**config.mk**
```make
export PLATFORM = sky130hd
export DESIGN_NAME = hsv_to_rgb_pixel_converter
export DESIGN_NICKNAME = d
export VERILOG_FILES = /design/src/sv/hsvc_pkg.sv /design/src/sv/hsvc_ctl.sv /design/src/sv/hsvc_front.sv /design/src/sv/hsvc_back.sv /design/src/sv/hsv_to_rgb_pixel_converter.sv
export SDC_FILE = /design/constraint.sdc
export NUM_CORES = 2
export LEC_CHECK = 0
export ABC_CLOCK_PERIOD_IN_PS = 15960
export BUFFER_PORTS_ARGS = -buffer_cell sky130_fd_sc_hd__buf_2
export CORE_AREA = 5 5 211 264
export CTS_CLUSTER_SIZE = 16
export DETAILED_ROUTE_END_ITERATION = 8
export DIE_AREA = 0 0 216 269
export GPL_TIMING_DRIVEN = 0
export PLACE_DENSITY = 0.73
export SETUP_SLACK_MARGIN = 0.5
export SLEW_MARGIN = 10
export SYNTH_ARGS = -nofsm -noshare
export SYNTH_HDL_FRONTEND = slang
export SYNTH_SLANG_ARGS = --single-unit
```
**constraint.sdc**
```tcl
create_clock -name clk -period 15.96 [get_ports clk]
set_input_delay 0.798 -clock clk [delete_from_list [all_inputs] [get_ports clk]]
set_output_delay 0.798 -clock clk [all_outputs]
set_load 0.02 [all_outputs]
```
**src/sv/hsvc_pkg.sv**
```systemverilog
`timescale 1ns / 1ps
`default_nettype none

package hsvc_pkg;

    localparam int HUE_W   = 13;
    localparam int CHAN_W  = 8;
    localparam int SECT_W  = 3;
    localparam int RAW_W   = 4;
    localparam int K_W     = 10;
    localparam int PROD_W  = 16;
    localparam int NUM_W   = 26;

    localparam int HUE_PER_SECTOR = 960;
    localparam int SECTOR_COUNT   = 6;
    localparam int FULL_SCALE     = 255;
    localparam int MAX_SECTOR_RAW = (2 ** HUE_W - 1) / HUE_PER_SECTOR;
    localparam int DENOM          = FULL_SCALE * HUE_PER_SECTOR;

    // floor(x / 255) ~ (x * 257) >> 16, low by at most one
    localparam int RECIP_255      = 257;
    localparam int RECIP_255_SH   = 16;
    localparam int X2_PROD_W      = 24;

    // floor(n / 244800) ~ (n * 17544) >> 32, low by at most one
    localparam int RECIP_DEN_SH   = 32;
    localparam int RECIP_DEN      = int'((64'd1 << RECIP_DEN_SH) / DENOM);
    localparam int N_PROD_W       = 41;

    localparam int PIPE_STAGES    = 6;
    localparam int FRONT_STAGES   = 3;
    localparam int BACK_STAGES    = PIPE_STAGES - FRONT_STAGES;

    typedef logic [SECT_W-1:0] sector_t;
    typedef logic [CHAN_W-1:0] chan_t;

    typedef struct packed {
        sector_t            sector;
        chan_t              v;
        logic [NUM_W-1:0]   n;
        chan_t              lvl_min;
    } front_t;

    typedef struct packed {
        chan_t red;
        chan_t green;
        chan_t blue;
    } rgb_t;

    typedef enum logic [SECT_W-1:0] {
        SECT_RED_YEL   = 3'd0,
        SECT_YEL_GRN   = 3'd1,
        SECT_GRN_CYN   = 3'd2,
        SECT_CYN_BLU   = 3'd3,
        SECT_BLU_MAG   = 3'd4,
        SECT_MAG_RED   = 3'd5
    } sector_e;

    // c = chroma + min, x = ramp + min, z = min
    function automatic rgb_t map_rgb(sector_t sector, chan_t c, chan_t x, chan_t z);
        rgb_t o;
        case (sector)
            SECT_RED_YEL: o = '{red: c, green: x, blue: z};
            SECT_YEL_GRN: o = '{red: x, green: c, blue: z};
            SECT_GRN_CYN: o = '{red: z, green: c, blue: x};
            SECT_CYN_BLU: o = '{red: z, green: x, blue: c};
            SECT_BLU_MAG: o = '{red: x, green: z, blue: c};
            SECT_MAG_RED: o = '{red: c, green: z, blue: x};
            default:      o = '{red: c, green: z, blue: x};
        endcase
        return o;
    endfunction

endpackage

`default_nettype wire

```
**src/sv/hsvc_ctl.sv**
```systemverilog
`timescale 1ns / 1ps
`default_nettype none

module hsvc_ctl (
    input  wire logic                            clk,
    input  wire logic                            rst_n,
    input  wire logic                            up_valid,
    output logic                                 up_stall,
    output logic [hsvc_pkg::PIPE_STAGES-1:0]     en,
    output logic                                 down_valid,
    input  wire logic                            down_stall
);
    import hsvc_pkg::*;

    logic [PIPE_STAGES-1:0] valid_reg;
    logic [PIPE_STAGES-1:0] valid_next;

    // a stage loads when it is empty or its contents move on
    always_comb
    begin
        en[PIPE_STAGES-1] = !valid_reg[PIPE_STAGES-1] || !down_stall;
        for (int i = PIPE_STAGES - 2; i >= 0; i--)
        begin
            en[i] = !valid_reg[i] || en[i+1];
        end
        valid_next = valid_reg;
        if (en[0])
        begin
            valid_next[0] = up_valid;
        end
        for (int i = 1; i < PIPE_STAGES; i++)
        begin
            if (en[i])
            begin
                valid_next[i] = valid_reg[i-1];
            end
        end
    end

    always_ff @(posedge clk or negedge rst_n)
    begin
        if (!rst_n)
        begin
            valid_reg <= '0;
        end
        else
        begin
            valid_reg <= valid_next;
        end
    end

    assign up_stall   = !en[0];
    assign down_valid = valid_reg[PIPE_STAGES-1];

endmodule

`default_nettype wire

```
**src/sv/hsvc_front.sv**
```systemverilog
`timescale 1ns / 1ps
`default_nettype none

module hsvc_front (
    input  wire logic                              clk,
    input  wire logic [hsvc_pkg::FRONT_STAGES-1:0] en,
    input  wire logic [hsvc_pkg::HUE_W-1:0]        hue,
    input  wire hsvc_pkg::chan_t                   saturation,
    input  wire hsvc_pkg::chan_t                   brightness,
    output hsvc_pkg::front_t                       front
);
    import hsvc_pkg::*;

    // stage 1: sector decode, s*v and v*(255-s)
    logic [RAW_W-1:0]  sraw;
    logic [K_W-1:0]    rem;
    sector_t           sector_next;
    logic [K_W-1:0]    k_next;
    logic [PROD_W-1:0] sv_next;
    logic [PROD_W-1:0] x2_next;

    sector_t           sector1_reg;
    logic [K_W-1:0]    k1_reg;
    logic [PROD_W-1:0] sv1_reg;
    logic [PROD_W-1:0] x21_reg;
    chan_t             v1_reg;

    always_comb
    begin
        sraw = '0;
        for (int i = 1; i <= MAX_SECTOR_RAW; i++)
        begin
            if (hue >= HUE_W'(i * HUE_PER_SECTOR))
            begin
                sraw = RAW_W'(i);
            end
        end
        rem = K_W'(hue - HUE_W'(sraw * HUE_PER_SECTOR));
        if (sraw >= RAW_W'(SECTOR_COUNT))
        begin
            sector_next = SECT_W'(sraw - RAW_W'(SECTOR_COUNT));
        end
        else
        begin
            sector_next = sraw[SECT_W-1:0];
        end
        k_next  = sraw[0] ? rem : K_W'(HUE_PER_SECTOR) - rem;
        sv_next = PROD_W'(saturation) * PROD_W'(brightness);
        x2_next = PROD_W'(brightness) * PROD_W'(CHAN_W'(FULL_SCALE) - saturation);
    end

    always_ff @(posedge clk)
    begin
        if (en[0])
        begin
            sector1_reg <= sector_next;
            k1_reg      <= k_next;
            sv1_reg     <= sv_next;
            x21_reg     <= x2_next;
            v1_reg      <= brightness;
        end
    end

    // stage 2: s*v*k, 244800*v, coarse v*(255-s)/255
    logic [NUM_W-1:0]     p_next;
    logic [NUM_W-1:0]     a_next;
    logic [X2_PROD_W-1:0] x2_prod;

    logic [NUM_W-1:0]  p2_reg;
    logic [NUM_W-1:0]  a2_reg;
    chan_t             q2_reg;
    logic [PROD_W-1:0] x22_reg;
    sector_t           sector2_reg;
    chan_t             v2_reg;

    assign p_next  = NUM_W'(sv1_reg) * NUM_W'(k1_reg);
    assign a_next  = NUM_W'(v1_reg) * NUM_W'(DENOM);
    assign x2_prod = X2_PROD_W'(x21_reg) * X2_PROD_W'(RECIP_255);

    always_ff @(posedge clk)
    begin
        if (en[1])
        begin
            p2_reg      <= p_next;
            a2_reg      <= a_next;
            q2_reg      <= x2_prod[RECIP_255_SH +: CHAN_W];
            x22_reg     <= x21_reg;
            sector2_reg <= sector1_reg;
            v2_reg      <= v1_reg;
        end
    end

    // stage 3: numerator of the ramp level, fix up the min level
    logic [PROD_W-1:0] r2;
    front_t            front_next;
    front_t            front_reg;

    always_comb
    begin
        r2                 = x22_reg - PROD_W'(q2_reg) * PROD_W'(FULL_SCALE);
        front_next.sector  = sector2_reg;
        front_next.v       = v2_reg;
        front_next.n       = a2_reg - p2_reg;
        front_next.lvl_min = (r2 >= PROD_W'(FULL_SCALE)) ? q2_reg + 1'b1 : q2_reg;
    end

    always_ff @(posedge clk)
    begin
        if (en[2])
        begin
            front_reg <= front_next;
        end
    end

    assign front = front_reg;

endmodule

`default_nettype wire

```
**src/sv/hsvc_back.sv**
```systemverilog
`timescale 1ns / 1ps
`default_nettype none

module hsvc_back (
    input  wire logic                             clk,
    input  wire logic [hsvc_pkg::BACK_STAGES-1:0] en,
    input  wire hsvc_pkg::front_t                 front,
    output hsvc_pkg::chan_t                       red,
    output hsvc_pkg::chan_t                       green,
    output hsvc_pkg::chan_t                       blue
);
    import hsvc_pkg::*;

    // stage 4: coarse n / 244800 by reciprocal
    logic [N_PROD_W-1:0] n_prod;
    chan_t               q4_reg;
    front_t              f4_reg;

    assign n_prod = N_PROD_W'(front.n) * N_PROD_W'(RECIP_DEN);

    always_ff @(posedge clk)
    begin
        if (en[0])
        begin
            q4_reg <= n_prod[RECIP_DEN_SH +: CHAN_W];
            f4_reg <= front;
        end
    end

    // stage 5: one-step correction of the quotient
    logic [NUM_W-1:0] r1;
    chan_t            lvl_x_next;
    chan_t            lvl_x5_reg;
    chan_t            lvl_min5_reg;
    chan_t            v5_reg;
    sector_t          sector5_reg;

    always_comb
    begin
        r1         = f4_reg.n - NUM_W'(q4_reg) * NUM_W'(DENOM);
        lvl_x_next = (r1 >= NUM_W'(DENOM)) ? q4_reg + 1'b1 : q4_reg;
    end

    always_ff @(posedge clk)
    begin
        if (en[1])
        begin
            lvl_x5_reg   <= lvl_x_next;
            lvl_min5_reg <= f4_reg.lvl_min;
            v5_reg       <= f4_reg.v;
            sector5_reg  <= f4_reg.sector;
        end
    end

    // stage 6: sector routing into the output register
    rgb_t rgb_next;
    rgb_t rgb_reg;

    assign rgb_next = map_rgb(sector5_reg, v5_reg, lvl_x5_reg, lvl_min5_reg);

    always_ff @(posedge clk)
    begin
        if (en[2])
        begin
            rgb_reg <= rgb_next;
        end
    end

    assign red   = rgb_reg.red;
    assign green = rgb_reg.green;
    assign blue  = rgb_reg.blue;

endmodule

`default_nettype wire

```
**src/sv/hsv_to_rgb_pixel_converter.sv**
```systemverilog
`timescale 1ns / 1ps
`default_nettype none

// HSV to 8-bit RGB, one pixel per clock while the output is not stalled. Hue
// is in 1/16 degree (values past 5759 wrap the sector modulo six); saturation
// and brightness are 8-bit fractions. Each channel is floor(255 * level)
// computed exactly. A beat passes six register stages on its way to the
// outputs; the stages are sector decode with the s*v products, the s*v*k
// product, the numerator subtract, the reciprocal multiply for the divide by
// 244800, its correction, and sector routing.
// Every stage loads on its own enable, so a stall on the output only holds
// the full stages and empty ones keep taking beats. Reset clears the valid
// bits only.
module hsv_to_rgb_pixel_converter (
    input  wire logic                       clk,
    input  wire logic                       rst_n,
    input  wire logic                       hsv_valid,
    output logic                            hsv_stall,
    input  wire logic [hsvc_pkg::HUE_W-1:0] hue,
    input  wire hsvc_pkg::chan_t            saturation,
    input  wire hsvc_pkg::chan_t            brightness,
    output logic                            rgb_valid,
    input  wire logic                       rgb_stall,
    output hsvc_pkg::chan_t                 red,
    output hsvc_pkg::chan_t                 green,
    output hsvc_pkg::chan_t                 blue
);
    import hsvc_pkg::*;

    logic [PIPE_STAGES-1:0] en;
    front_t                 front;

    hsvc_ctl u_ctl (
        .clk        (clk),
        .rst_n      (rst_n),
        .up_valid   (hsv_valid),
        .up_stall   (hsv_stall),
        .en         (en),
        .down_valid (rgb_valid),
        .down_stall (rgb_stall)
    );

    hsvc_front u_front (
        .clk        (clk),
        .en         (en[FRONT_STAGES-1:0]),
        .hue        (hue),
        .saturation (saturation),
        .brightness (brightness),
        .front      (front)
    );

    hsvc_back u_back (
        .clk   (clk),
        .en    (en[PIPE_STAGES-1:FRONT_STAGES]),
        .front (front),
        .red   (red),
        .green (green),
        .blue  (blue)
    );

endmodule

`default_nettype wire

```
==> results.json <==
{
  "vias_per_cell": 5.49,
  "wl_mm": 61.6,
  "grt_use_total": 0.215,
  "first_iter_violations": 1112,
  "crit_required_ps": 16340,
  "clockBufferDepth": 3,
  "final_cell_count_no_fill": 3647,
  "drc_errors": 0,
  "netlist.area_leader.share": 0.275,
  "synth_area_per_cell_sq_um": 10.5,
  "root_buffer": "clkbuf_16",
  "syn-num-nets": 3635,
  "synth_edf_count": 273,
  "firstDrtPassIters": 6,
  "synth_commonest_cells": "543 x inv_1, 435 x ha_1, 316 x fa_1",
  "cp.arrival_ps": 7520,
  "tightest_slew_ps": 995,
  "crit_path_max_incr_delay_ps": 680,
  "die_h_um": 269,
  "antenna_found_initial": 1,
  "drive_gt1_frac": 0.0492,
  "outcome": "completed",
  "clk_pin_slew_ps": 60,
  "cts_resized": 0,
  "initial_utilization": 0.562,
  "die_width_um": 216,
  "cts_setup_buffers": 0,
  "critPathLaunchType": "register",
  "ys_seq_elements": 279,
  "dieArea_sq_um": 58100,
  "grt_pass1_wl_mm": 104,
  "rsz0062_at_grt": "no",
  "fp-row-count": 95,
  "cap_violations": 0,
  "crit_type": "register to register",
  "synthFlopType": "edfxtp_1",
  "hold_path_class": "primary input to async pin",
  "io_pins": 59,
  "ys_seq_area_frac": 0.280,
  "core-area_sq_um": 53100,
  "htree_levels": 1,
  "yosys_warnings": 0,
  "clock_skew_ps": 10.3,
  "setup_violations": 0,
  "synth.area.top_cells": "edfxtp_1 27%, fa_1 21%, ha_1 18%",
  "cts_hold_buf": 0,
  "min_period_ps": 7140,
  "syn_inst": 2851,
  "ant_nets": 0,
  "final_max_slew_viol_count": 0,
  "portBuffers": 56,
  "finalHoldViolCount": 0,
  "fin_crit_sh": 0.447,
  "synth_area_sq_um": 29900,
  "syn_to_final_growth_pct": 7.85,
  "final_nets": 3728,
  "grt_remaining_overflow": 0,
  "placed_cells": 3590,
  "clock_latency_ps": 580,
  "largest_register_ffs": 45,
  "yosysUniqueCellTypes": 80,
  "synth_largest_area_cell": "edfxtp_1",
  "setup_tns_ps": 0,
  "crit_path_end_kind": "register",
  "crit_fanout": 9,
  "relSlewSlack": 0.335,
  "routedWlPerCell_um": 16.9,
  "cts_tree": "yes",
  "place_hpwl_mm": 50.4,
  "grt_max_degree": 55,
  "vias": 20000,
  "crit_chain": "fa_1 > inv_1 > fa_1 > inv_1 > fa_1 > inv_1 > fa_1 > inv_1 > ha_1 > o21ai_0 > nand2_1 > a31oi_1 > xor2_1 > ha_1 > and2_1 > a221oi_2 > o21ai_1 > a2111oi_1 > o21bai_1 > or3_4 > a211oi_4 > nor2_1 > xnor2_1",
  "fmax_mhz": 140,
  "critPathSlowestCell": "fa_1",
  "gp_congestion": 0.902,
  "synthArstFlopShare": 0.0215,
  "grt_pass1_vias": 21500,
  "cts.sinks": 279,
  "synth.most_common_cell": "inv_1",
  "numCtsBuffers": 31
}
## through the flow
stage | area [sq um] | setup WS [ps] | hold slack [ps] | utilization
final | 32200 | 8820 | 49.2 | 0.606
after global routing | 32200 | 8430 | 15.9 | 0.606
after CTS | 32200 | 8820 | 17.2 | 0.606
after detailed placement | 31100 | 8850 | 405 | 0.585
after global placement | 31000 | 8970 | 401 | 0.583
after floorplan | 29900 | 9610 | 400 | -
## routing by layer
metal,up-vias,GRT usage,part of all wire
met5,-,0,0
met4,0,0.0628,0.031
met3,129,0.0249,0.038
met2,442,0.408,0.53
met1,9833,0.259,0.40
li1,9615,-,-
## critical path, delay by kind of cell, from the launching register on
family	cells	cell delay (ps)
fa+ha+maj	6	2930
buf+inv	4	260
xor+xnor	2	460
compound gates	7	1910
simple gates	4	840
flops	1	540
## cells in the final DEF (no fill, tap or decap), types with 13 or more instances in the layout
master     Yosys  final
nor2_1        87     87
buf_2          1     57
clkbuf_1      63     66
o22ai_1       13     13
nand3_1       26     25
and2_1       115    115
nand2_1      190    188
o21bai_1      15     15
a21oi_1      115    115
o21ai_0      102    102
fa_1         316    316
inv_1        543    542
xnor2_1      111    111
xor2_1        50     50
ha_1         435    435
nand2b_1      55     55
a21o_1        45     45
clkbuf_16      0     31
nor3_1        26     26
o21a_1        21     21
nor2b_1       61     61
edfxtp_1     273    273
## kinds of logic after synthesis
kind of cell    count (synthesis)  share of synthesized area
mux                            13                    0.00440
compound gates                427                     0.0933
simple gates                  609                      0.104
flops                         279                      0.280
buf+inv                       611                     0.0771
xor+xnor                      161                     0.0472
fa+ha+maj                     751                      0.394
## layout make-up
type | instances | area, sq um
timing repair buffer | 60 | 375
antenna | 1 | 2.50
inverter | 544 | 2040
sequential | 279 | 8350
tap | 679 | 850
clock buffer | 35 | 801
clock inverter | 21 | 293
fill | 4261 | 20900
buffer | 67 | 260
multi-input combinational | 1961 | 19200
## path summary, 6_finish.rpt
check / start / endpoint / slack (ps) / cells after the start
max: u_back.q4_reg[5] / u_back.lvl_x5_reg[2] / 8820 / 23
min: rst_n / u_ctl.valid_reg[1] / 50 / 1
max reg2reg: u_back.q4_reg[5] / u_back.lvl_x5_reg[2] / 8820 / 23
min reg2reg: u_front.front[39] / u_back.f4_reg[39] / 420 / 0
max in group asynchronous: rst_n / u_ctl.valid_reg[3] / 15740 / 1
min in group clk: u_front.front[39] / u_back.f4_reg[39] / 420 / 0
Power is left out: the tool's default activity adds up to more than one toggle a clock period on the data nets, which glitch-free logic cannot reach.
